**config.mk**
```make
export PLATFORM = sky130hd
export DESIGN_NAME = ubx_frame_builder
export DESIGN_NICKNAME = d
export VERILOG_FILES = /design/src/rtl/core/ubx_pkg.sv /design/src/rtl/core/ubx_front.sv /design/src/rtl/core/ubx_queue.sv /design/src/rtl/core/ubx_back.sv /design/src/rtl/core/ubx_frame_builder.sv
export SDC_FILE = /design/constraint.sdc
export NUM_CORES = 1
export LEC_CHECK = 0
export ABC_CLOCK_PERIOD_IN_PS = 4300
export BUFFER_PORTS_ARGS = -buffer_cell sky130_fd_sc_hd__buf_4
export CORE_ASPECT_RATIO = 1.5
export CORE_MARGIN = 2
export CORE_UTILIZATION = 60
export CTS_CLUSTER_DIAMETER = 50
export DETAILED_ROUTE_END_ITERATION = 8
export MAX_ROUTING_LAYER = met4
export PLACE_DENSITY = 0.78
export SYNTH_ARGS = -nofsm -noshare
export SYNTH_HDL_FRONTEND = slang
export SYNTH_SLANG_ARGS = --single-unit
```
**constraint.sdc**
```tcl
create_clock -name clk -period 4.3 [get_ports clk]
set_input_delay 0.86 -clock clk [delete_from_list [all_inputs] [get_ports clk]]
set_output_delay 0.86 -clock clk [all_outputs]
set_load 0.1 [all_outputs]
```
**src/rtl/core/ubx_pkg.sv**
```systemverilog
// ----------------------------------------------------------------------------
// ubx_pkg
// Shared types and constants of the UBX frame builder: the input and result
// transfer formats, the sync bytes, and the command passed from the front end
// to the back end through the command queue.
// ----------------------------------------------------------------------------
package ubx_pkg;

    // Operation codes of an input item.
    localparam logic OP_START   = 1'b0;
    localparam logic OP_PAYLOAD = 1'b1;

    // Frame sync bytes.
    localparam logic [7:0] SYNC_ONE = 8'hB5;
    localparam logic [7:0] SYNC_TWO = 8'h62;

    // Command kinds in the queue.
    localparam logic KIND_HEADER = 1'b0;
    localparam logic KIND_DATA   = 1'b1;

    // One input transfer.
    typedef struct packed {
        logic        op;
        logic [7:0]  msg_class;
        logic [7:0]  msg_id;
        logic [15:0] payload_length;
        logic [7:0]  payload_byte;
    } ubx_in_t;

    // One result transfer.
    typedef struct packed {
        logic [7:0] out_byte;
        logic       frame_end;
    } ubx_out_t;

    // One command for the serializer. For a header, first is the class byte
    // and second the id byte; for data, first is the payload byte.
    // With tail set, the two checksum bytes follow the command's bytes.
    typedef struct packed {
        logic        kind;
        logic [7:0]  first;
        logic [7:0]  second;
        logic [15:0] length;
        logic [7:0]  ck_a;
        logic [7:0]  ck_b;
        logic        tail;
    } ubx_cmd_t;

    // Handshake between a producer and the command queue.
    typedef struct packed {
        logic     valid;
        ubx_cmd_t cmd;
    } ubx_push_t;

endpackage

```
**src/rtl/core/ubx_front.sv**
```systemverilog
// ----------------------------------------------------------------------------
// ubx_front
// Front end: accepts input items, tracks the frame, keeps the running
// Fletcher sums and turns each item into at most one serializer command.
// ----------------------------------------------------------------------------
module ubx_front (
    input  logic              clk,
    input  logic              rst_n,
    input  logic              item_valid,
    output logic              item_ready,
    input  ubx_pkg::ubx_in_t  item_data,
    input  logic              q_full,
    output ubx_pkg::ubx_push_t push
);

    logic [7:0]  sum_a_reg, sum_a_next;
    logic [7:0]  sum_b_reg, sum_b_next;
    logic [15:0] left_reg, left_next;
    logic        in_frame_reg, in_frame_next;

    logic        take;
    logic [7:0]  len_lo, len_hi;
    logic [7:0]  hdr_a1, hdr_a2, hdr_a3, hdr_a4, hdr_b;
    logic [7:0]  dat_a, dat_b;
    logic        len_zero;
    logic        last_byte;

    // An item is taken whenever the queue has room, including dropped ones.
    assign item_ready = !q_full;
    assign take       = item_valid && item_ready;

    // Header checksum over class, id and both length bytes.
    assign len_lo   = item_data.payload_length[7:0];
    assign len_hi   = item_data.payload_length[15:8];
    assign hdr_a1   = item_data.msg_class;
    assign hdr_a2   = hdr_a1 + item_data.msg_id;
    assign hdr_a3   = hdr_a2 + len_lo;
    assign hdr_a4   = hdr_a3 + len_hi;
    assign hdr_b    = hdr_a1 + hdr_a2 + hdr_a3 + hdr_a4;
    assign len_zero = (item_data.payload_length == 16'd0);

    // Running checksum step for one payload byte.
    assign dat_a     = sum_a_reg + item_data.payload_byte;
    assign dat_b     = sum_b_reg + dat_a;
    assign last_byte = (left_reg == 16'd1);

    // Next state and command generation.
    always_comb
    begin
        sum_a_next    = sum_a_reg;
        sum_b_next    = sum_b_reg;
        left_next     = left_reg;
        in_frame_next = in_frame_reg;
        push.valid       = 1'b0;
        push.cmd.kind    = ubx_pkg::KIND_HEADER;
        push.cmd.first   = item_data.msg_class;
        push.cmd.second  = item_data.msg_id;
        push.cmd.length  = item_data.payload_length;
        push.cmd.ck_a    = hdr_a4;
        push.cmd.ck_b    = hdr_b;
        push.cmd.tail    = len_zero;
        if (take)
        begin
            if (item_data.op == ubx_pkg::OP_START)
            begin
                push.valid    = 1'b1;
                sum_a_next    = hdr_a4;
                sum_b_next    = hdr_b;
                left_next     = item_data.payload_length;
                in_frame_next = !len_zero;
            end
            else if (in_frame_reg)
            begin
                push.valid      = 1'b1;
                push.cmd.kind   = ubx_pkg::KIND_DATA;
                push.cmd.first  = item_data.payload_byte;
                push.cmd.ck_a   = dat_a;
                push.cmd.ck_b   = dat_b;
                push.cmd.tail   = last_byte;
                sum_a_next      = dat_a;
                sum_b_next      = dat_b;
                left_next       = left_reg - 16'd1;
                in_frame_next   = !last_byte;
            end
        end
    end

    // State registers.
    always_ff @(posedge clk or negedge rst_n)
    begin
        if (!rst_n)
        begin
            sum_a_reg    <= 8'd0;
            sum_b_reg    <= 8'd0;
            left_reg     <= 16'd0;
            in_frame_reg <= 1'b0;
        end
        else
        begin
            sum_a_reg    <= sum_a_next;
            sum_b_reg    <= sum_b_next;
            left_reg     <= left_next;
            in_frame_reg <= in_frame_next;
        end
    end

`ifndef SYNTH
    // The frame flag and the remaining count always agree.
    a_frame_count: assert property (@(posedge clk) disable iff (!rst_n)
        in_frame_reg == (left_reg != 16'd0))
        else $error("frame flag and remaining byte count disagree");
`endif

endmodule

```
**src/rtl/core/ubx_queue.sv**
```systemverilog
// ----------------------------------------------------------------------------
// ubx_queue
// Small command queue between the front end and the serializer, so that each
// side can stall on its own.
// ----------------------------------------------------------------------------
module ubx_queue #(
    parameter int DEPTH = 4
) (
    input  logic               clk,
    input  logic               rst_n,
    input  ubx_pkg::ubx_push_t push,
    output logic               full,
    output logic               head_valid,
    output ubx_pkg::ubx_cmd_t  head,
    input  logic               pop
);

    localparam int AW = (DEPTH > 1) ? $clog2(DEPTH) : 1;
    localparam int CW = $clog2(DEPTH + 1);

    ubx_pkg::ubx_cmd_t entry_reg [DEPTH];
    logic [AW-1:0] wr_ptr_reg, wr_ptr_next;
    logic [AW-1:0] rd_ptr_reg, rd_ptr_next;
    logic [CW-1:0] count_reg, count_next;
    logic          do_push, do_pop;

    assign full       = (count_reg == CW'(DEPTH));
    assign head_valid = (count_reg != '0);
    assign head       = entry_reg[rd_ptr_reg];
    assign do_push    = push.valid && !full;
    assign do_pop     = pop && head_valid;

    // Pointer and fill count update.
    always_comb
    begin
        wr_ptr_next = wr_ptr_reg;
        rd_ptr_next = rd_ptr_reg;
        if (do_push)
        begin
            wr_ptr_next = (wr_ptr_reg == AW'(DEPTH - 1)) ? '0 : wr_ptr_reg + AW'(1);
        end
        if (do_pop)
        begin
            rd_ptr_next = (rd_ptr_reg == AW'(DEPTH - 1)) ? '0 : rd_ptr_reg + AW'(1);
        end
        count_next = count_reg + CW'(do_push) - CW'(do_pop);
    end

    always_ff @(posedge clk or negedge rst_n)
    begin
        if (!rst_n)
        begin
            wr_ptr_reg <= '0;
            rd_ptr_reg <= '0;
            count_reg  <= '0;
        end
        else
        begin
            wr_ptr_reg <= wr_ptr_next;
            rd_ptr_reg <= rd_ptr_next;
            count_reg  <= count_next;
        end
    end

    // Entry storage.
    always_ff @(posedge clk)
    begin
        if (do_push)
        begin
            entry_reg[wr_ptr_reg] <= push.cmd;
        end
    end

`ifndef SYNTH
    // The front end never offers a command to a full queue.
    a_no_overflow: assert property (@(posedge clk) disable iff (!rst_n)
        push.valid |-> !full)
        else $error("command pushed into a full queue");

    // The fill count never exceeds the depth.
    a_count_range: assert property (@(posedge clk) disable iff (!rst_n)
        count_reg <= CW'(DEPTH))
        else $error("queue fill count out of range");
`endif

endmodule

```
**src/rtl/core/ubx_back.sv**
```systemverilog
// ----------------------------------------------------------------------------
// ubx_back
// Back end: serializes the queue's head command into frame bytes, one byte
// per cycle while frame_ready is high, through a registered output stage.
// ----------------------------------------------------------------------------
module ubx_back (
    input  logic              clk,
    input  logic              rst_n,
    input  logic              head_valid,
    input  ubx_pkg::ubx_cmd_t head,
    output logic              pop,
    output logic              frame_valid,
    input  logic              frame_ready,
    output ubx_pkg::ubx_out_t frame_data
);

    // Byte positions within a header command.
    localparam logic [2:0] HDR_SYNC_ONE = 3'd0;
    localparam logic [2:0] HDR_SYNC_TWO = 3'd1;
    localparam logic [2:0] HDR_CLASS    = 3'd2;
    localparam logic [2:0] HDR_ID       = 3'd3;
    localparam logic [2:0] HDR_LEN_LO   = 3'd4;
    localparam logic [2:0] HDR_LEN_HI   = 3'd5;
    localparam logic [2:0] HDR_CK_A     = 3'd6;
    localparam logic [2:0] HDR_CK_B     = 3'd7;

    // Byte positions within a data command.
    localparam logic [2:0] DAT_BYTE     = 3'd0;
    localparam logic [2:0] DAT_CK_A     = 3'd1;
    localparam logic [2:0] DAT_CK_B     = 3'd2;

    logic [2:0]        idx_reg, idx_next;
    logic              out_valid_reg, out_valid_next;
    ubx_pkg::ubx_out_t out_reg;
    ubx_pkg::ubx_out_t sel;
    logic [2:0]        last_idx;
    logic              take;
    logic              at_last;

    assign frame_valid = out_valid_reg;
    assign frame_data  = out_reg;

    // Byte selection for the current position.
    always_comb
    begin
        sel.out_byte  = head.first;
        sel.frame_end = 1'b0;
        if (head.kind == ubx_pkg::KIND_HEADER)
        begin
            last_idx = head.tail ? HDR_CK_B : HDR_LEN_HI;
            case (idx_reg)
                HDR_SYNC_ONE: sel.out_byte = ubx_pkg::SYNC_ONE;
                HDR_SYNC_TWO: sel.out_byte = ubx_pkg::SYNC_TWO;
                HDR_CLASS:    sel.out_byte = head.first;
                HDR_ID:       sel.out_byte = head.second;
                HDR_LEN_LO:   sel.out_byte = head.length[7:0];
                HDR_LEN_HI:   sel.out_byte = head.length[15:8];
                HDR_CK_A:     sel.out_byte = head.ck_a;
                HDR_CK_B:
                begin
                    sel.out_byte  = head.ck_b;
                    sel.frame_end = 1'b1;
                end
                default:      sel.out_byte = head.first;
            endcase
        end
        else
        begin
            last_idx = head.tail ? DAT_CK_B : DAT_BYTE;
            case (idx_reg)
                DAT_BYTE:     sel.out_byte = head.first;
                DAT_CK_A:     sel.out_byte = head.ck_a;
                DAT_CK_B:
                begin
                    sel.out_byte  = head.ck_b;
                    sel.frame_end = 1'b1;
                end
                default:      sel.out_byte = head.first;
            endcase
        end
    end

    // Advance when the output stage is empty or being drained.
    assign take    = head_valid && (!out_valid_reg || frame_ready);
    assign at_last = (idx_reg == last_idx);
    assign pop     = take && at_last;

    always_comb
    begin
        idx_next       = idx_reg;
        out_valid_next = out_valid_reg && !frame_ready;
        if (take)
        begin
            idx_next       = at_last ? 3'd0 : idx_reg + 3'd1;
            out_valid_next = 1'b1;
        end
    end

    always_ff @(posedge clk or negedge rst_n)
    begin
        if (!rst_n)
        begin
            idx_reg       <= 3'd0;
            out_valid_reg <= 1'b0;
        end
        else
        begin
            idx_reg       <= idx_next;
            out_valid_reg <= out_valid_next;
        end
    end

    // Output data register.
    always_ff @(posedge clk)
    begin
        if (take)
        begin
            out_reg <= sel;
        end
    end

`ifndef SYNTH
    // A command in progress stays at the head of the queue until finished.
    a_busy_head: assert property (@(posedge clk) disable iff (!rst_n)
        (idx_reg != 3'd0) |-> head_valid)
        else $error("serializer mid-command with an empty queue");
`endif

endmodule

```
**src/rtl/core/ubx_frame_builder.sv**
```systemverilog
// ----------------------------------------------------------------------------
// ubx_frame_builder
// UBX frame serializer with 8-bit Fletcher checksum: a front end that takes
// input items, a command queue, and a byte-wide back end.
// ----------------------------------------------------------------------------
// Each accepted item becomes at most one queued command, and the serializer
// emits one byte per cycle from it while frame_ready is high: a start item
// yields six bytes (sync, class, id, length low and high), or eight with both
// checksum bytes when the length is zero; a payload byte yields one byte, or
// three when it ends the frame. The input side takes one item per cycle as
// long as the queue (QUEUE_DEPTH commands) has room, so sustained payload
// streaming runs at one item per cycle, and the single-byte output register
// sets the pace during header and checksum bursts. A start during a frame
// abandons it without checksum bytes; payload items outside a frame are taken
// and dropped. frame_end marks each completed frame's last checksum byte.
// ----------------------------------------------------------------------------
module ubx_frame_builder #(
    parameter int QUEUE_DEPTH = 4
) (
    input  logic              clk,
    input  logic              rst_n,
    input  logic              item_valid,
    output logic              item_ready,
    input  ubx_pkg::ubx_in_t  item_data,
    output logic              frame_valid,
    input  logic              frame_ready,
    output ubx_pkg::ubx_out_t frame_data
);

    ubx_pkg::ubx_push_t push;
    ubx_pkg::ubx_cmd_t  head;
    logic               q_full;
    logic               head_valid;
    logic               pop;

    ubx_front u_front (
        .clk        (clk),
        .rst_n      (rst_n),
        .item_valid (item_valid),
        .item_ready (item_ready),
        .item_data  (item_data),
        .q_full     (q_full),
        .push       (push)
    );

    ubx_queue #(
        .DEPTH (QUEUE_DEPTH)
    ) u_queue (
        .clk        (clk),
        .rst_n      (rst_n),
        .push       (push),
        .full       (q_full),
        .head_valid (head_valid),
        .head       (head),
        .pop        (pop)
    );

    ubx_back u_back (
        .clk         (clk),
        .rst_n       (rst_n),
        .head_valid  (head_valid),
        .head        (head),
        .pop         (pop),
        .frame_valid (frame_valid),
        .frame_ready (frame_ready),
        .frame_data  (frame_data)
    );

endmodule

```
==> impl_metrics.ini <==
[yosys]
synthAdderAreaFrac = 0.08668
synth_compound_area_frac = 0.1027
synth_cell_types = 61
syn_area_per_cell_um2 = 13.80
synthCells = 914
synth_edf_count = 209
synthFlopType = edfxtp_1
yosys_warnings = 0
synth_area_leaders = edfxtp_1 (50%), mux4_2 (8.7%), dfrtp_1 (8.7%)
ys_seq_area_frac = 0.5847
synth_area_um2 = 12620
synth_top_family_by_area = compound AO/OA/AOI/OAI gates
synth_xor_area_frac = 0.03293
synth.top_cell.area_share = 0.4975
synthArstFlopShare = 0.1739
yosys.area.top_type = edfxtp_1
synth_nets = 1035
synthSimpleGateAreaFrac = 0.06625
ys_ff_latch = 253
synthMuxAreaShare = 0.09521

[sta]
hold_ws_ps = 362.9
rsz0062_at_grt = yes
min_period_ps = 5282
setup_ws_ps = -981.6
finalHoldViolCount = 0
max_slew.worst_pin.slew_ps = 779.8
tns_ps = -22180
max_freq_mhz = 189.3
drv_slew = 0
setup_viol = 30
finClkSkew_ps = 25.28
fin_crit_sh = 1.228
slew_headroom = 0.4746

[clocking]
clkTransAtPathRegs_ps = 70
numClockSinks = 253
htree_num_levels = 1
cts_max_path_buffers = 3
numCtsBuffers = 23
clockRootBuffer = clkbuf_16
clock_latency_ps = 510
cts_tree = done

[detailed_routing]
viasPerCell = 6.235
drtIter0Drc = 802
drtAntennaViolNets = 0
wl_um = 31980
routedWlPerCell_um = 23.87
dr.pass1.iters = 5
vias = 8355
drc = 0

[floorplan]
start_util = 0.6059
row_count = 65
die-area_um2 = 22230
die_x_um = 122.4
ios = 56
die_h_um = 181.6
coreArea_um2 = 20820

[run_status]
status = finished with violations
failed_checks = negative setup slack

[placed_design]
gp_congestion = 0.9950
dp_hpwl_um = 22280
placedCellCount = 1284
port_buffers = 55

[setup_path]
crit_path_max_fanout = 4
max_stage_delay_ps = 580
crit_chain = buf_8, ha_4, fa_2, ha_1, a21o_1, a21oi_2, xnor2_2, ha_1, o21ai_2, nand2_2, a21o_1, a21oi_2, xor2_2, fa_1, fa_1, inv_1, ha_4, a21oi_2, xnor2_1, xnor2_1, o21ai_2
cp_common_cell = a21oi_2
worstPathArrival_ps = 5510
required_ps = 4530
cp-end-kind = register
slowest_stage = fa_2
critPathKind = input port to register
start_kind = input port

[grt]
gr-total-overflow = 0
antenna_found_initial = 0
grt_max_degree = 53
grt_pass1_vias = 8553
grt_util_all_layers = 0.3062
grt_pass1_wl_um = 48770

[finish]
fill_cells = 1379
final_core_util = 0.7180
final_common_cell = edfxtp_1
fin_nets = 1177
drive_gt1_frac = 0.2799
fin_cells = 1340
final_cell_mix = edfxtp_1 (209), buf_4 (142), nand2_1 (84), a21oi_1 (51), ha_1 (51)
largest_reg_flops = 200
antennaDiodeCount = 0
syn2layout_area_growth_pct = 18.50

[run]
cap_violations = 0

[worst_hold_path]
hold_path.class = input port to asynchronous set/reset pin
==> synth_stat cells, types with 2 or more instances <==
library cell,n
edfxtp_1,209
nand2_1,86
a21oi_1,62
ha_1,57
inv_1,54
o21ai_0,53
mux4_2,49
dfrtp_1,44
nor2_1,33
xnor2_1,29
clkbuf_1,22
fa_1,19
nand3_1,14
o22ai_1,14
xor2_1,14
a21o_1,13
a22oi_1,13
nor3_1,13
a32oi_1,8
o21bai_1,8
and2_1,7
buf_2,7
mux2i_1,6
nor2b_1,6
o211ai_1,6
nor4_1,5
o21a_1,5
o21ai_1,5
a22o_1,4
a31oi_1,4
nand2b_1,4
buf_6,3
nand4_1,3
or3_1,3
a222oi_1,2
a31o_2,2
and3_1,2
inv_2,2
nor3_4,2
==> area by class of cell <==
type | instances | area (um2) | area share
Tap cell | 268 | 335.3 | 0.02243
Timing Repair Buffer | 152 | 1200 | 0.08026
Inverter | 57 | 214.0 | 0.01431
Clock buffer | 26 | 586.8 | 0.03925
Multi-Input combinational cell | 569 | 5114 | 0.3421
Sequential cell | 253 | 7382 | 0.4938
Clock inverter | 15 | 117.6 | 0.007867
==> worst max-delay path: cells and delay by family <==
kind | cells | cell delay [ps]
AO/OA/AOI/OAI | 7 | 1120
AND/OR/NAND/NOR | 1 | 100
XOR/XNOR | 4 | 630
adder cells (fa/ha/maj) | 7 | 2630
buffers and inverters | 2 | 170
==> cells by family (layout without fill, tap and decap cells) <==
group,after synthesis,count (layout)
flip-flops,253,253
AO/OA/AOI/OAI,209,209
AND/OR/NAND/NOR,182,182
buffers and inverters,92,250
adder cells (fa/ha/maj),76,76
multiplexers,57,57
XOR/XNOR,45,45
==> through the flow <==
stage,setup WS [ps],area [um2]
2_1_floorplan,-1210,12700
3_5_place_dp,-1604,13910
5_1_grt,-1200,14950
3_3_place_gp,-1477,13910
6_report,-981.6,14950
4_1_cts,-877.5,14880
==> timing repair <==
item,in CTS,in global routing
setup endpoints to repair,30,39
hold buffers,0,0
pin swaps,27,4
setup buffers,14,2
resized for setup,34,12
==> path summary, 6_finish.rpt <==
kind / startpoint / end / slack, ps / depth (start not counted)
worst max-delay path: item_data[24] / u_queue.entry_reg[0][8]$_DFFE_PP_ / -980 / 21
worst min-delay path: rst_n / u_queue.rd_ptr_reg[0]$_DFFE_PN0P_ / 360 / 1
worst max register to register: u_front.sum_a_reg[0]$_DFFE_PN0P_ / u_queue.entry_reg[0][8]$_DFFE_PP_ / 920 / 11
worst min register to register: u_front.sum_a_reg[4]$_DFFE_PN0P_ / u_front.sum_a_reg[4]$_DFFE_PN0P_ / 490 / 2
max in group asynchronous: rst_n / u_queue.rd_ptr_reg[0]$_DFFE_PN0P_ / 3490 / 1
min in group clk: u_front.sum_a_reg[4]$_DFFE_PN0P_ / u_front.sum_a_reg[4]$_DFFE_PN0P_ / 490 / 2
==> layer usage <==
metal | GRT usage | up-vias | wire, um
met1 | 0.3694 | 4172 | 11520
met5 | - | - | 0
met2 | 0.5029 | 358 | 16570
met4 | 0.1724 | 0 | 2194
li1 | - | 3726 | -
met3 | 0.03046 | 99 | 1701
Power is not shown: default switching activity piles up to over one toggle a cycle in this logic, so the estimate is an artifact.
